## src/rtl/fcrl_pkg.sv

```systemverilog
package fcrl_pkg;

   // table geometry
   localparam int SLOTS  = 64;
   localparam int SLOT_W = 6;
   localparam int LINK_W = 7;
   localparam int CNT_W  = 7;
   localparam int TAG_W  = 32;
   localparam int CAP_W  = 7;
   localparam int CSR_DW = 32;
   localparam int CSR_AW = 3;

   localparam logic [LINK_W-1:0] LINK_NONE = LINK_W'(SLOTS);
   localparam logic [CNT_W-1:0]  CNT_FULL  = CNT_W'(SLOTS);
   localparam logic [SLOT_W-1:0] SLOT_LAST = SLOT_W'(SLOTS - 1);
   localparam logic [CAP_W-1:0]  CAP_RESET = 7'd64;

   // register index
   localparam logic CSR_CAPACITY = 1'b0;

   // operation codes
   localparam logic OP_INSERT = 1'b0;
   localparam logic OP_ERASE  = 1'b1;

   // outcome codes
   localparam logic [1:0] OUT_STORED  = 2'd0;
   localparam logic [1:0] OUT_EVICTED = 2'd1;
   localparam logic [1:0] OUT_ERASED  = 2'd2;
   localparam logic [1:0] OUT_MISSING = 2'd3;

   typedef enum logic [2:0] {
      ST_IDLE,
      ST_INS_RD,
      ST_INS_WR,
      ST_SCAN,
      ST_ERA_RD,
      ST_ERA_WR,
      ST_DONE
   } state_type;

   // access command from the sequencer to the table
   typedef struct packed {
      logic [SLOT_W-1:0] tag_rd_addr;
      logic              tag_wr_en;
      logic [SLOT_W-1:0] tag_wr_addr;
      logic [TAG_W-1:0]  tag_wr_data;
      logic              vld_set;
      logic              vld_clr;
      logic [SLOT_W-1:0] vld_addr;
      logic [SLOT_W-1:0] lnk_rd_addr;
      logic              newer_wr_en;
      logic [SLOT_W-1:0] newer_wr_addr;
      logic [LINK_W-1:0] newer_wr_data;
      logic              older_wr_en;
      logic [SLOT_W-1:0] older_wr_addr;
      logic [LINK_W-1:0] older_wr_data;
      logic [SLOT_W-1:0] free_rd_addr;
      logic              free_wr_en;
      logic [SLOT_W-1:0] free_wr_addr;
      logic [SLOT_W-1:0] free_wr_data;
   } tbl_cmd_type;

   // registered read data from the table
   typedef struct packed {
      logic [TAG_W-1:0]  tag_q;
      logic              vld_q;
      logic [LINK_W-1:0] newer_q;
      logic [LINK_W-1:0] older_q;
      logic [SLOT_W-1:0] free_q;
   } tbl_rd_type;

endpackage

```

## src/rtl/fcrl_req_if.sv

```systemverilog
interface fcrl_req_if;
   import fcrl_pkg::*;

   logic              valid;
   logic              ready;
   logic              op;
   logic [TAG_W-1:0]  key_tag;

   modport source (output valid, output op, output key_tag, input ready);
   modport sink   (input valid, input op, input key_tag, output ready);
endinterface

```

## src/rtl/fcrl_rsp_if.sv

```systemverilog
interface fcrl_rsp_if;
   import fcrl_pkg::*;

   logic              valid;
   logic              ready;
   logic [1:0]        outcome;
   logic [SLOT_W-1:0] slot;
   logic [TAG_W-1:0]  evicted_tag;
   logic [CNT_W-1:0]  entries_held;

   modport source (output valid, output outcome, output slot, output evicted_tag,
                   output entries_held, input ready);
   modport sink   (input valid, input outcome, input slot, input evicted_tag,
                   input entries_held, output ready);
endinterface

```

## src/rtl/fcrl_csr.sv

```systemverilog
module fcrl_csr (
   input  logic                           clock,
   input  logic                           reset,
   input  logic                           psel,
   input  logic                           penable,
   input  logic                           pwrite,
   input  logic [fcrl_pkg::CSR_AW-1:0]    paddr,
   input  logic [fcrl_pkg::CSR_DW-1:0]    pwdata,
   output logic [fcrl_pkg::CSR_DW-1:0]    prdata,
   output logic                           pready,
   output logic [fcrl_pkg::CAP_W-1:0]     capacity
);
   import fcrl_pkg::*;

   logic [CAP_W-1:0] cap_ff;
   logic [CAP_W-1:0] cap_in;
   logic             reg_sel;

   assign reg_sel = (paddr[2] == CSR_CAPACITY);
   assign pready  = 1'b1;

   // capacity register write
   always_comb begin
      cap_in = cap_ff;
      if (psel && penable && pwrite && reg_sel) begin
         cap_in = pwdata[CAP_W-1:0];
      end
   end

   always_ff @(posedge clock) begin
      if (reset) begin
         cap_ff <= CAP_RESET;
      end else begin
         cap_ff <= cap_in;
      end
   end

   // read back
   assign prdata   = reg_sel ? CSR_DW'(cap_ff) : '0;
   assign capacity = cap_ff;

endmodule

```

## src/rtl/fcrl_table.sv

```systemverilog
module fcrl_table (
   input  logic                  clock,
   input  logic                  reset,
   input  fcrl_pkg::tbl_cmd_type cmd,
   output fcrl_pkg::tbl_rd_type  rd
);
   import fcrl_pkg::*;

   logic [TAG_W-1:0]  tag_mem   [SLOTS];
   logic [LINK_W-1:0] newer_mem [SLOTS];
   logic [LINK_W-1:0] older_mem [SLOTS];
   logic [SLOT_W-1:0] free_mem  [SLOTS];

   logic [SLOTS-1:0]  vld_ff;
   logic [SLOTS-1:0]  vld_in;
   logic [SLOTS-1:0]  fwr_ff;
   logic [SLOTS-1:0]  fwr_in;

   logic [TAG_W-1:0]  tag_q_ff;
   logic              vld_q_ff;
   logic [LINK_W-1:0] newer_q_ff;
   logic [LINK_W-1:0] older_q_ff;
   logic [SLOT_W-1:0] free_dat_ff;
   logic              free_wr_q_ff;
   logic [SLOT_W-1:0] free_addr_q_ff;

   // tag memory
   always_ff @(posedge clock) begin
      if (cmd.tag_wr_en) begin
         tag_mem[cmd.tag_wr_addr] <= cmd.tag_wr_data;
      end
      tag_q_ff <= tag_mem[cmd.tag_rd_addr];
      vld_q_ff <= vld_ff[cmd.tag_rd_addr];
   end

   // link memories
   always_ff @(posedge clock) begin
      if (cmd.newer_wr_en) begin
         newer_mem[cmd.newer_wr_addr] <= cmd.newer_wr_data;
      end
      if (cmd.older_wr_en) begin
         older_mem[cmd.older_wr_addr] <= cmd.older_wr_data;
      end
      newer_q_ff <= newer_mem[cmd.lnk_rd_addr];
      older_q_ff <= older_mem[cmd.lnk_rd_addr];
   end

   // free-slot stack; an entry never written reads back as its own index
   always_ff @(posedge clock) begin
      if (cmd.free_wr_en) begin
         free_mem[cmd.free_wr_addr] <= cmd.free_wr_data;
      end
      free_dat_ff    <= free_mem[cmd.free_rd_addr];
      free_addr_q_ff <= cmd.free_rd_addr;
   end

   // valid and stack-written flags
   always_comb begin
      vld_in = vld_ff;
      fwr_in = fwr_ff;
      if (cmd.vld_set) vld_in[cmd.vld_addr] = 1'b1;
      if (cmd.vld_clr) vld_in[cmd.vld_addr] = 1'b0;
      if (cmd.free_wr_en) fwr_in[cmd.free_wr_addr] = 1'b1;
   end

   always_ff @(posedge clock) begin
      if (reset) begin
         vld_ff       <= '0;
         fwr_ff       <= '0;
         free_wr_q_ff <= 1'b0;
      end else begin
         vld_ff       <= vld_in;
         fwr_ff       <= fwr_in;
         free_wr_q_ff <= fwr_ff[cmd.free_rd_addr];
      end
   end

   assign rd.tag_q   = tag_q_ff;
   assign rd.vld_q   = vld_q_ff;
   assign rd.newer_q = newer_q_ff;
   assign rd.older_q = older_q_ff;
   assign rd.free_q  = free_wr_q_ff ? free_dat_ff : free_addr_q_ff;

endmodule

```

## src/rtl/fcrl_ctrl.sv

```systemverilog
module fcrl_ctrl (
   input  logic                        clock,
   input  logic                        reset,
   input  logic [fcrl_pkg::CAP_W-1:0]  capacity,
   fcrl_req_if.sink                    req_ch,
   fcrl_rsp_if.source                  rsp_ch,
   output fcrl_pkg::tbl_cmd_type       cmd,
   input  fcrl_pkg::tbl_rd_type        rd
);
   import fcrl_pkg::*;

   state_type         state_ff, state_in;
   logic              op_ff, op_in;
   logic [TAG_W-1:0]  tag_ff, tag_in;
   logic              evict_ff, evict_in;
   logic [LINK_W-1:0] newest_ff, newest_in;
   logic [LINK_W-1:0] oldest_ff, oldest_in;
   logic [CNT_W-1:0]  held_ff, held_in;
   logic [SLOT_W-1:0] scan_idx_ff, scan_idx_in;
   logic              scan_end_ff, scan_end_in;
   logic              cmp_vld_ff, cmp_vld_in;
   logic [SLOT_W-1:0] cmp_idx_ff, cmp_idx_in;
   logic [SLOT_W-1:0] found_ff, found_in;
   logic [1:0]        res_out_ff, res_out_in;
   logic [SLOT_W-1:0] res_slot_ff, res_slot_in;
   logic [TAG_W-1:0]  res_evt_ff, res_evt_in;
   logic              rsp_valid_ff, rsp_valid_in;
   logic [1:0]        rsp_out_ff, rsp_out_in;
   logic [SLOT_W-1:0] rsp_slot_ff, rsp_slot_in;
   logic [TAG_W-1:0]  rsp_evt_ff, rsp_evt_in;
   logic [CNT_W-1:0]  rsp_held_ff, rsp_held_in;

   logic [CAP_W-1:0]  cap_eff;
   logic              accept;
   logic              hit;
   logic              rsp_free;
   logic [LINK_W-1:0] nw;
   logic [LINK_W-1:0] ol;
   logic [LINK_W-1:0] newest1;
   logic [CNT_W-1:0]  held1;
   logic [SLOT_W-1:0] ins_slot;

   // clamp capacity into 1..SLOTS
   always_comb begin
      if (capacity == '0) cap_eff = CAP_W'(1);
      else if (capacity > CAP_W'(SLOTS)) cap_eff = CAP_W'(SLOTS);
      else cap_eff = capacity;
   end

   assign req_ch.ready = (state_ff == ST_IDLE);
   assign accept       = req_ch.valid && req_ch.ready;
   assign hit          = cmp_vld_ff && rd.vld_q && (rd.tag_q == tag_ff);
   assign rsp_free     = !rsp_valid_ff || rsp_ch.ready;

   // next state
   always_comb begin
      state_in = state_ff;
      case (state_ff)
         ST_IDLE: begin
            if (accept) state_in = (req_ch.op == OP_ERASE) ? ST_SCAN : ST_INS_RD;
         end
         ST_INS_RD: state_in = ST_INS_WR;
         ST_INS_WR: state_in = ST_DONE;
         ST_SCAN: begin
            if (hit) state_in = ST_ERA_RD;
            else if (cmp_vld_ff && cmp_idx_ff == SLOT_LAST) state_in = ST_DONE;
         end
         ST_ERA_RD: state_in = ST_ERA_WR;
         ST_ERA_WR: state_in = ST_DONE;
         ST_DONE: begin
            if (rsp_free) state_in = ST_IDLE;
         end
         default: state_in = ST_IDLE;
      endcase
   end

   // datapath and table commands
   always_comb begin
      op_in       = op_ff;
      tag_in      = tag_ff;
      evict_in    = evict_ff;
      newest_in   = newest_ff;
      oldest_in   = oldest_ff;
      held_in     = held_ff;
      scan_idx_in = scan_idx_ff;
      scan_end_in = scan_end_ff;
      cmp_vld_in  = 1'b0;
      cmp_idx_in  = cmp_idx_ff;
      found_in    = found_ff;
      res_out_in  = res_out_ff;
      res_slot_in = res_slot_ff;
      res_evt_in  = res_evt_ff;
      rsp_valid_in = rsp_valid_ff && !rsp_ch.ready;
      rsp_out_in  = rsp_out_ff;
      rsp_slot_in = rsp_slot_ff;
      rsp_evt_in  = rsp_evt_ff;
      rsp_held_in = rsp_held_ff;
      nw          = LINK_NONE;
      ol          = LINK_NONE;
      newest1     = newest_ff;
      held1       = held_ff;
      ins_slot    = rd.free_q;

      cmd               = '0;
      cmd.tag_rd_addr   = oldest_ff[SLOT_W-1:0];
      cmd.lnk_rd_addr   = oldest_ff[SLOT_W-1:0];
      cmd.free_rd_addr  = held_ff[SLOT_W-1:0];

      case (state_ff)
         ST_IDLE: begin
            if (accept) begin
               op_in       = req_ch.op;
               tag_in      = req_ch.key_tag;
               evict_in    = (held_ff >= cap_eff) && (oldest_ff != LINK_NONE);
               scan_idx_in = '0;
               scan_end_in = 1'b0;
            end
         end
         ST_INS_RD: begin
            // addresses above: oldest slot and stack top
         end
         ST_INS_WR: begin
            // drop the oldest entry first if at capacity
            if (evict_ff) begin
               nw       = (oldest_ff == newest_ff) ? LINK_NONE : rd.newer_q;
               newest1  = (oldest_ff == newest_ff) ? LINK_NONE : newest_ff;
               held1    = held_ff - CNT_W'(1);
               ins_slot = oldest_ff[SLOT_W-1:0];
            end
            cmd.tag_wr_en     = 1'b1;
            cmd.tag_wr_addr   = ins_slot;
            cmd.tag_wr_data   = tag_ff;
            cmd.vld_set       = 1'b1;
            cmd.vld_addr      = ins_slot;
            cmd.older_wr_en   = 1'b1;
            cmd.older_wr_addr = ins_slot;
            cmd.older_wr_data = newest1;
            cmd.newer_wr_en   = (newest1 != LINK_NONE);
            cmd.newer_wr_addr = newest1[SLOT_W-1:0];
            cmd.newer_wr_data = {1'b0, ins_slot};
            if (newest1 == LINK_NONE) oldest_in = {1'b0, ins_slot};
            else if (evict_ff) oldest_in = nw;
            newest_in   = {1'b0, ins_slot};
            held_in     = held1 + CNT_W'(1);
            res_out_in  = evict_ff ? OUT_EVICTED : OUT_STORED;
            res_slot_in = ins_slot;
            res_evt_in  = evict_ff ? rd.tag_q : '0;
         end
         ST_SCAN: begin
            // one tag read per cycle, compare in the cycle after
            cmd.tag_rd_addr = scan_idx_ff;
            cmp_vld_in      = !scan_end_ff;
            cmp_idx_in      = scan_idx_ff;
            scan_idx_in     = scan_idx_ff + SLOT_W'(1);
            scan_end_in     = scan_end_ff || (scan_idx_ff == SLOT_LAST);
            if (hit) begin
               found_in = cmp_idx_ff;
            end else if (cmp_vld_ff && cmp_idx_ff == SLOT_LAST) begin
               res_out_in  = OUT_MISSING;
               res_slot_in = '0;
               res_evt_in  = '0;
            end
         end
         ST_ERA_RD: begin
            cmd.lnk_rd_addr = found_ff;
         end
         ST_ERA_WR: begin
            // unlink the found slot and push it on the free stack
            nw = ({1'b0, found_ff} == newest_ff) ? LINK_NONE : rd.newer_q;
            ol = ({1'b0, found_ff} == oldest_ff) ? LINK_NONE : rd.older_q;
            if ({1'b0, found_ff} == newest_ff) begin
               newest_in = ol;
            end else if (nw != LINK_NONE) begin
               cmd.older_wr_en   = 1'b1;
               cmd.older_wr_addr = nw[SLOT_W-1:0];
               cmd.older_wr_data = ol;
            end
            if ({1'b0, found_ff} == oldest_ff) begin
               oldest_in = nw;
            end else if (ol != LINK_NONE) begin
               cmd.newer_wr_en   = 1'b1;
               cmd.newer_wr_addr = ol[SLOT_W-1:0];
               cmd.newer_wr_data = nw;
            end
            held1            = held_ff - CNT_W'(1);
            cmd.vld_clr      = 1'b1;
            cmd.vld_addr     = found_ff;
            cmd.free_wr_en   = 1'b1;
            cmd.free_wr_addr = held1[SLOT_W-1:0];
            cmd.free_wr_data = found_ff;
            held_in          = held1;
            res_out_in       = OUT_ERASED;
            res_slot_in      = found_ff;
            res_evt_in       = '0;
         end
         ST_DONE: begin
            // hand the word to the output register
            if (rsp_free) begin
               rsp_valid_in = 1'b1;
               rsp_out_in   = res_out_ff;
               rsp_slot_in  = res_slot_ff;
               rsp_evt_in   = res_evt_ff;
               rsp_held_in  = held_ff;
            end
         end
         default: begin
         end
      endcase
   end

   always_ff @(posedge clock) begin
      if (reset) begin
         state_ff     <= ST_IDLE;
         newest_ff    <= LINK_NONE;
         oldest_ff    <= LINK_NONE;
         held_ff      <= '0;
         scan_end_ff  <= 1'b0;
         cmp_vld_ff   <= 1'b0;
         rsp_valid_ff <= 1'b0;
      end else begin
         state_ff     <= state_in;
         newest_ff    <= newest_in;
         oldest_ff    <= oldest_in;
         held_ff      <= held_in;
         scan_end_ff  <= scan_end_in;
         cmp_vld_ff   <= cmp_vld_in;
         rsp_valid_ff <= rsp_valid_in;
      end
   end

   always_ff @(posedge clock) begin
      op_ff       <= op_in;
      tag_ff      <= tag_in;
      evict_ff    <= evict_in;
      scan_idx_ff <= scan_idx_in;
      cmp_idx_ff  <= cmp_idx_in;
      found_ff    <= found_in;
      res_out_ff  <= res_out_in;
      res_slot_ff <= res_slot_in;
      res_evt_ff  <= res_evt_in;
      rsp_out_ff  <= rsp_out_in;
      rsp_slot_ff <= rsp_slot_in;
      rsp_evt_ff  <= rsp_evt_in;
      rsp_held_ff <= rsp_held_in;
   end

   assign rsp_ch.valid        = rsp_valid_ff;
   assign rsp_ch.outcome      = rsp_out_ff;
   assign rsp_ch.slot         = rsp_slot_ff;
   assign rsp_ch.evicted_tag  = rsp_evt_ff;
   assign rsp_ch.entries_held = rsp_held_ff;

`ifndef SYNTH
   a_held_range: assert property (@(posedge clock) disable iff (reset)
      held_ff <= CNT_FULL) else $error("entry count above slot total");
   a_list_empty: assert property (@(posedge clock) disable iff (reset)
      (held_ff == '0) == (newest_ff == LINK_NONE)) else $error("list and count disagree");
   a_ends_empty: assert property (@(posedge clock) disable iff (reset)
      (newest_ff == LINK_NONE) == (oldest_ff == LINK_NONE)) else $error("list ends disagree");
   a_done_out: assert property (@(posedge clock) disable iff (reset)
      (state_ff == ST_DONE && rsp_free) |=> rsp_valid_ff) else $error("result word lost");
   a_op_path: assert property (@(posedge clock) disable iff (reset)
      (state_ff == ST_SCAN) |-> (op_ff == OP_ERASE)) else $error("scan on insert");
`endif

endmodule

```

## src/rtl/fifo_cache_replacement_list_core.sv

```systemverilog
// Insert: read and write-back states, then the result word moves to the output register.
// Erase: the tag scan reads one slot of the tag memory per cycle; a match ends the scan and
// goes through the erase read and write-back states, a miss ends after the last slot.
// One item at a time: ready returns as the result word enters the output register; a stalled
// result word holds the next result in the done state until it is taken.
// Reset (synchronous, active high) empties the list and clears the slot valid flags.
module fifo_cache_replacement_list_core (
   input  logic                         clock,
   input  logic                         reset,
   fcrl_req_if.sink                     req_ch,
   fcrl_rsp_if.source                   rsp_ch,
   input  logic                         psel,
   input  logic                         penable,
   input  logic                         pwrite,
   input  logic [fcrl_pkg::CSR_AW-1:0]  paddr,
   input  logic [fcrl_pkg::CSR_DW-1:0]  pwdata,
   output logic [fcrl_pkg::CSR_DW-1:0]  prdata,
   output logic                         pready
);
   // Reset also sets the capacity to 64; no clearing pass is needed.
   import fcrl_pkg::*;

   logic [CAP_W-1:0] capacity;
   tbl_cmd_type      cmd;
   tbl_rd_type       rd;

   // configuration
   fcrl_csr u_csr (
      .clock    (clock),
      .reset    (reset),
      .psel     (psel),
      .penable  (penable),
      .pwrite   (pwrite),
      .paddr    (paddr),
      .pwdata   (pwdata),
      .prdata   (prdata),
      .pready   (pready),
      .capacity (capacity)
   );

   // sequencer
   fcrl_ctrl u_ctrl (
      .clock    (clock),
      .reset    (reset),
      .capacity (capacity),
      .req_ch   (req_ch),
      .rsp_ch   (rsp_ch),
      .cmd      (cmd),
      .rd       (rd)
   );

   // slot table memories
   fcrl_table u_table (
      .clock (clock),
      .reset (reset),
      .cmd   (cmd),
      .rd    (rd)
   );

endmodule

```

## src/flat_wrapper.sv

```systemverilog
// flat-port wrapper written by rule: the top's interface ports become plain ports
module fifo_cache_replacement_list_core_flat import fcrl_pkg::*;
  (clock, reset, psel, penable, pwrite, paddr, pwdata, prdata, pready, req_ch_valid, req_ch_op, req_ch_key_tag, req_ch_ready, rsp_ch_valid, rsp_ch_outcome, rsp_ch_slot, rsp_ch_evicted_tag, rsp_ch_entries_held, rsp_ch_ready);
  fcrl_req_if req_ch_i ();
  fcrl_rsp_if rsp_ch_i ();
  input  logic clock;
  input  logic reset;
  input  logic psel;
  input  logic penable;
  input  logic pwrite;
  input  logic [fcrl_pkg::CSR_AW-1:0] paddr;
  input  logic [fcrl_pkg::CSR_DW-1:0] pwdata;
  output logic [fcrl_pkg::CSR_DW-1:0] prdata;
  output logic pready;
  input wire logic [$bits(req_ch_i.valid)-1:0] req_ch_valid;
  input wire logic [$bits(req_ch_i.op)-1:0] req_ch_op;
  input wire logic [$bits(req_ch_i.key_tag)-1:0] req_ch_key_tag;
  output wire logic [$bits(req_ch_i.ready)-1:0] req_ch_ready;
  output wire logic [$bits(rsp_ch_i.valid)-1:0] rsp_ch_valid;
  output wire logic [$bits(rsp_ch_i.outcome)-1:0] rsp_ch_outcome;
  output wire logic [$bits(rsp_ch_i.slot)-1:0] rsp_ch_slot;
  output wire logic [$bits(rsp_ch_i.evicted_tag)-1:0] rsp_ch_evicted_tag;
  output wire logic [$bits(rsp_ch_i.entries_held)-1:0] rsp_ch_entries_held;
  input wire logic [$bits(rsp_ch_i.ready)-1:0] rsp_ch_ready;
  assign req_ch_i.valid = req_ch_valid;
  assign req_ch_i.op = req_ch_op;
  assign req_ch_i.key_tag = req_ch_key_tag;
  assign req_ch_ready = req_ch_i.ready;
  assign rsp_ch_valid = rsp_ch_i.valid;
  assign rsp_ch_outcome = rsp_ch_i.outcome;
  assign rsp_ch_slot = rsp_ch_i.slot;
  assign rsp_ch_evicted_tag = rsp_ch_i.evicted_tag;
  assign rsp_ch_entries_held = rsp_ch_i.entries_held;
  assign rsp_ch_i.ready = rsp_ch_ready;
  fifo_cache_replacement_list_core u_core (.clock(clock), .reset(reset), .req_ch(req_ch_i), .rsp_ch(rsp_ch_i), .psel(psel), .penable(penable), .pwrite(pwrite), .paddr(paddr), .pwdata(pwdata), .prdata(prdata), .pready(pready));
endmodule
```

## config.mk

```make
export PLATFORM = sky130hd
export DESIGN_NAME = fifo_cache_replacement_list_core_flat
export DESIGN_NICKNAME = d
export VERILOG_FILES = /design/src/rtl/fcrl_pkg.sv /design/src/rtl/fcrl_req_if.sv /design/src/rtl/fcrl_rsp_if.sv /design/src/rtl/fcrl_csr.sv /design/src/rtl/fcrl_table.sv /design/src/rtl/fcrl_ctrl.sv /design/src/rtl/fifo_cache_replacement_list_core.sv /design/src/flat_wrapper.sv
export SDC_FILE = /design/constraint.sdc
export NUM_CORES = 2
export LEC_CHECK = 0
export BUFFER_PORTS_ARGS = -buffer_cell sky130_fd_sc_hd__clkbuf_2
export CORE_MARGIN = 4
export CORE_UTILIZATION = 42
export CTS_CLUSTER_SIZE = 10
export DETAILED_ROUTE_END_ITERATION = 8
export GPL_ROUTABILITY_DRIVEN = 1
export SETUP_SLACK_MARGIN = 0.02
export SLEW_MARGIN = 5
export SYNTH_ARGS = -nofsm -noshare
export SYNTH_HDL_FRONTEND = slang
export SYNTH_SLANG_ARGS = --single-unit
```

## constraint.sdc

```tcl
create_clock -name clock -period 6.7 [get_ports clock]
set_input_delay 2.01 -clock clock [delete_from_list [all_inputs] [get_ports clock]]
set_output_delay 2.01 -clock clock [all_outputs]
set_load 0.005 [all_outputs]
```

# Word level (Yosys, flattened, before mapping)
# Memory sizes are Yosys's and may differ from the RTL's. A register that Yosys moved wholly into a read port is not among the register bits.
# Cells that the tools add are included.
dict set report totals {
  input_bits 75
  register_bits 308
  mem_count 4
  out_inout_bits 82
  latch_bits 0
  elab_cells 174
  ramBits 3328
  romBits 0
}
dict set report op_classes {
  shifts 0
  n_mux 72
  reduce_logical 31
  n_mul 0
  div 0
  add_sub_neg 3
  bitwise 6
  n_eq_ne 25
  order_cmp 8
}
# memory depth word_bits rd rd_clocked_by_memory_dff wr line_no
set mem_list {}
lappend mem_list {u_core.u_table.tag_mem 64 32 1 1 1 fcrl_table.sv:9} ;# logic [TAG_W-1:0] tag_mem [SLOTS];
lappend mem_list {u_core.u_table.newer_mem 64 7 1 1 1 fcrl_table.sv:10} ;# logic [LINK_W-1:0] newer_mem [SLOTS];
lappend mem_list {u_core.u_table.older_mem 64 7 1 1 1 fcrl_table.sv:11} ;# logic [LINK_W-1:0] older_mem [SLOTS];
lappend mem_list {u_core.u_table.free_mem 64 6 1 1 1 fcrl_table.sv:12} ;# logic [SLOT_W-1:0] free_mem [SLOTS];
# operator n
set op_table {}
lappend op_table {{$mux 64} 2}
lappend op_table {{$or 64x64->64} 2}
lappend op_table {{$mux 7} 15}
lappend op_table {{$mux 32} 3}
lappend op_table {{$pmux 32 s3} 1}
lappend op_table {{$and 64x64->64} 1}
lappend op_table {{$not 64->64} 1}
lappend op_table {{$mux 14} 4}
lappend op_table {{$pmux 28 s2} 1}
lappend op_table {{$mux 6} 7}
lappend op_table {{$pmux 7 s2} 3}
lappend op_table {{$mux 40} 1}
lappend op_table {{$eq 32x32->1} 1}
lappend op_table {{$lt 6x7->1 const B} 4}
lappend op_table {{$ne 7x7->1 const B} 4}
lappend op_table {{$pmux 6 s2} 2}
lappend op_table {{$pmux 3 s6} 1}
lappend op_table {{$pmux 6 s3} 1}
lappend op_table {{$mux 1} 17}
lappend op_table {{$eq 6x7->1} 2}
lappend op_table {{$mux 13} 1}
lappend op_table {{$bmux 1 s6} 2}
lappend op_table {{$demux 1 s6} 2}
lappend op_table {{$eq 6x6->1 const B} 2}
lappend op_table {{29 further kinds} 65}

# Logic depth before layout (Yosys ltp)
dict set report depth {
  depth_word 11
  ltp_mapped 14
  depth_no_buf 11
}

# By module
# Synthesis repeated with hierarchy kept, for this count alone.
dict set report hier_totals {
  hier_cells 7071
  hier_area_um2 143304.9
}
# module area_per_inst_um2 instances seq_area_each_um2 cells_per_inst
set by_module_without_submodules {}
lappend by_module_without_submodules {fcrl_table 134731.7 1 103699.5 6310}
lappend by_module_without_submodules {fcrl_ctrl 7991.4 1 4684.5 695}
lappend by_module_without_submodules {fcrl_csr 581.8 1 140.1 66}

# Least setup slack after synthesis
# Ideal clock, no wire load.
dict set report synth_path {
  path_type {flip-flop to flip-flop}
  from {register u_core.u_ctrl.evict_ff}
  to {memory u_core.u_table.tag_mem[0][0] (enable)}
  t_arrival_ps 4809
  n_path_buf 2
  setup_ps 503
  path_stages_with_launch 7
  path_slack_ps 1388
  synth_period_minus_slack_ps 5312
  t_required_ps 6197
  path_cell_list {edfxtp_1 -> inv_1 -> clkbuf_1 -> mux2i_1 -> clkbuf_1 -> nand4_1 -> nor4_1}
}
dict set report synth_via {
  elab_chain_cells 2
}
# item line_no
set synth_rtl {}
lappend synth_rtl {{from (decl)} fcrl_ctrl.sv:15} ;# logic evict_ff, evict_in;
lappend synth_rtl {{from (signal assigned)} fcrl_ctrl.sv:234} ;# evict_ff <= evict_in;
lappend synth_rtl {{$mux 6} fcrl_ctrl.sv:124} ;# if (evict_ff) begin
lappend synth_rtl {{$mux 40} fcrl_ctrl.sv:109} ;# case (state_ff)
lappend synth_rtl {{to (decl)} fcrl_table.sv:9}
# Every way passes these cells.

# Worst setup path after layout
dict set report layout_path {
  from {register u_core.u_ctrl.state_ff[1]}
  to {memory u_core.u_table.tag_mem[18][20] (enable)}
}
dict set report layout_via {
  elab_chain_cells 4
}
# item line_no
set layout_rtl {}
lappend layout_rtl {{from (decl)} fcrl_ctrl.sv:12} ;# state_type state_ff, state_in;
lappend layout_rtl {{from (signal assigned)} fcrl_ctrl.sv:221} ;# state_ff <= state_in;
lappend layout_rtl {{$eq 3x2->1 *} fcrl_ctrl.sv:109}
lappend layout_rtl {{$mux 40 *} fcrl_ctrl.sv:109}
lappend layout_rtl {{$mux 1} fcrl_table.sv:29} ;# if (cmd.tag_wr_en) begin
lappend layout_rtl {{$mux 1 (not written as such)} fcrl_table.sv:30} ;# tag_mem[cmd.tag_wr_addr] <= cmd.tag_wr_data;
# Mark *: on every way between the ends. The rest lies on a longest branch, timed or not.

==> results.toml <==
[sta]
finalCriticalPeriod_ns = 5.33
hold_viol_final = 0
finalCritPeriodShare_pct = 79.5
fin_skew_ns = 0.0712
max_freq_mhz = 188
slew_violations = 0
setup-tns-final_ns = 0
finalSetupViolCount = 0
hold_ws_ns = 0.416
setup_slack_ns = 1.37
rsz0062_at_grt = "no"
max_slew.worst_pin.slew_ns = 1.33
max_slew_margin_pct = 9.12

[finish]
final_area_mm2 = 0.164
syn_to_final_growth_pct = 13.0
nets = 9660
drive_above_1_share_pct = 14.4

[logic_synthesis]
synth-main-ff-cell = "edfxtp_1"
syn_area_mm2 = 0.145
synth_edf_count = 3466
synth.area.top_cells = "edfxtp_1 (72%), mux4_2 (5.7%), nand2_1 (4.0%)"
synthArstFlopShare_pct = 0
yosysUniqueCellTypes = 79
syn_area_per_cell_um2 = 15.6
synthAdderAreaFrac_pct = 0.0862
synth_compound_area_share_pct = 4.45
yosysTopAreaCell = "edfxtp_1"
synth_top_family_by_area = "simple AND/OR/NAND/NOR gates"
synth-seq-cells = 3688
yosys.area_share.simple_pct = 9.68
synth_top_area_share_pct = 71.7
muxShareOfSynthArea_pct = 8.51
yosysSeqAreaShare_pct = 74.8
synth_cells = 9324
synth_warnings = 0
yosys.area_share.xor_xnor_pct = 0.404

[detailed_routing]
drtAntennaViolNets = 0
drt-vias-per-instance = 5.93
first_pass_iters = 7
remaining_drc_errors = 0
initialDrtViolationCount = 11591
routedWlPerCell_um = 28.8
routed_wl_um = 415000
vias = 85437

[critical_path]
start_kind = "flip-flop"
cp.arrival_ns = 5.87
worstSetupStartpoint = "u_core.u_ctrl.state_ff[1]"
crit_family = "simple AND/OR/NAND/NOR gates"
cp_num_cells = 6
cp_slowest_cell = "nor2_4"
reg2reg_slack_ns = 1.37
path_class = "flip-flop to flip-flop"
critPathCaptureType = "flip-flop"
slowest_delay_ns = 1.19
path_buf_inv = 2
critPathMaxFanout = 22
worstPathCellList = "inv_2 -> or3_1 -> nor2_1 -> nand3_1 -> nor2_4 -> buf_4"
ff2ff_path_depth = 6
r2r_start = "u_core.u_ctrl.state_ff[1]"
regToRegEndpoint = "u_core.u_table.tag_mem[18][20]"
required_ns = 7.24

[power_and_ir_drop]
power_density_mw_per_mm2 = 420
max-vdd-ir-drop_mv = 0.341
power_mw = 68.9
p_leak_nw = 54.3

[global_routing]
grt_pass1_wl_um = 594000
grt_pass1_vias = 82938
grt_overflow = 0
antenna_found_initial = 30
grtUsageTotal_pct = 22.8
grt_max_degree = 126

[cts]
cts_buffer_depth = 4
cts-buffers-inserted = 415
cts_post_setup_buffers_inserted = 0
cts_max_level = 5
path_clk_slew_ns = 0.06
clock-sinks = 3688
insertion_delay_ns = 0.93
tritoncts = "done"
root_buffer = "clkbuf_16"
holdBufCountCts = 0
ctsResizeCount = 0

[flow_run]
max-cap-violations = 0

[min_path]
min_from = "u_core.u_ctrl.res_evt_ff[24]"
whs_path_depth = 0
hold_class = "flip-flop to flip-flop"
whs_endpoint = "u_core.u_ctrl.rsp_ch.evicted_tag[24]"

[placed_design]
port-buffer-count = 103
postPlaceCellArea_mm2 = 0.152
gp_congestion = 0.869
hpwl_um = 250000
place_ws_ns = 1.55

[die]
die_area_mm2 = 0.355
die_h_um = 596
initial_core_util_pct = 42.2
die_w_um = 596
rows = 215
io-pin-count = 157
coreArea_mm2 = 0.344

[run_status]
outcome = "complete, no violations"
-- state kept, by name, indices dropped and copies added, names as in the netlist, 32 cells and up --
signal                            flops
u_core.u_table.tag_mem             2048
u_core.u_table.newer_mem            448
u_core.u_table.older_mem            448
u_core.u_table.free_mem             384
u_core.u_table.fwr_ff                64
u_core.u_table.vld_ff                64
u_core.u_ctrl.res_evt_ff             32
u_core.u_ctrl.rsp_ch.evicted_tag     32
u_core.u_ctrl.tag_ff                 32
u_core.u_table.tag_q_ff              32
-- placed cells by master, fill, tap and decap left out, types with 118 or more instances in the layout --
| master | instances |
|---|---|
| nand3_1 | 784 |
| mux4_2 | 367 |
| clkbuf_16 | 425 |
| a211oi_1 | 178 |
| clkbuf_1 | 232 |
| nor2_1 | 443 |
| nand4_1 | 118 |
| a22oi_1 | 159 |
| mux2i_1 | 386 |
| buf_4 | 263 |
| a21oi_1 | 150 |
| nand2_1 | 1525 |
| dfxtp_1 | 217 |
| edfxtp_1 | 3466 |
-- cell families after synthesis --
logic type	Yosys count
muxes	773
AOI/OAI and AO/OA	911
buffers and inverters	663
adders and majority gates	10
and+or+nand+nor	3210
xor gates and xnor gates	67
DFF	3688
other	2
-- worst register-to-register path, cell delays in order, from the launching register on --
cell and delay (ns):
dfxtp_1 0.72, inv_2 0.17, or3_1 0.75, nor2_1 0.87
nand3_1 0.82, nor2_4 1.20, buf_4 0.45
-- worst max-delay path by stage --
stage	to	slack, ns
detailed placement	u_core.u_table.tag_mem[22][1]	1.55
floorplan	u_core.u_table.tag_mem[0][0]	1.39
CTS	u_core.u_table.tag_mem[36][20]	1.54
finish	u_core.u_table.tag_mem[18][20]	1.37
global placement	u_core.u_table.tag_mem[22][1]	1.65
global route	u_core.u_table.tag_mem[18][2]	1.27
-- metal layers --
metal	global-route usage, %	share of wire [%]
met4	7.37	3.3
met5	0	0.029
met3	4.67	10
met2	35.2	46
met1	32.4	41
-- per-stage QoR --
step	cells	util [%]
6_report	14410	47.7
5_1_grt	14393	47.7
4_1_cts	14392	47.7
3_5_place_dp	13715	44.3
3_3_place_gp	13715	44.3
2_1_floorplan	9348	-
-- cell usage after synthesis, types with 16 or more instances --
library cell / n
or4_1: 28
a2111oi_0: 19
nor2_1: 524
a211oi_1: 178
nor3_1: 40
buf_1: 73
dfxtp_1: 222
and2_1: 67
xnor2_1: 18
o22ai_1: 16
a22oi_1: 159
or2_2: 17
a21oi_1: 151
buf_2: 217
inv_1: 82
mux2i_1: 390
nand4_1: 118
clkbuf_1: 231
a311oi_1: 75
a31oi_1: 77
xor2_1: 49
nand2_1: 1528
o21ai_0: 71
edfxtp_1: 3466
a32oi_1: 34
nor4_1: 22
mux4_2: 367
a221oi_1: 20
o211ai_1: 18
and3_1: 19
nand3_1: 784
buf_4: 53
-- layout make-up --
cell class | count | area (µm²)
timing repair buffer | 389 | 2970
sequential | 3688 | 109000
clock buffer | 661 | 11600
antenna | 18 | 45.0
fill | 28771 | 180000
tap | 4557 | 5700
inverter | 84 | 315
multi-input combinational | 4997 | 34500
clock inverter | 16 | 282
-- report_power, final --
group,switching [mW],total (mW),internal (mW)
clock network,8.61,20.4,11.8
logic,14.1,20.5,6.40
registers,0.821,28.0,27.2
total,23.5,68.9,45.4
(Power assumes the default switching activity.)
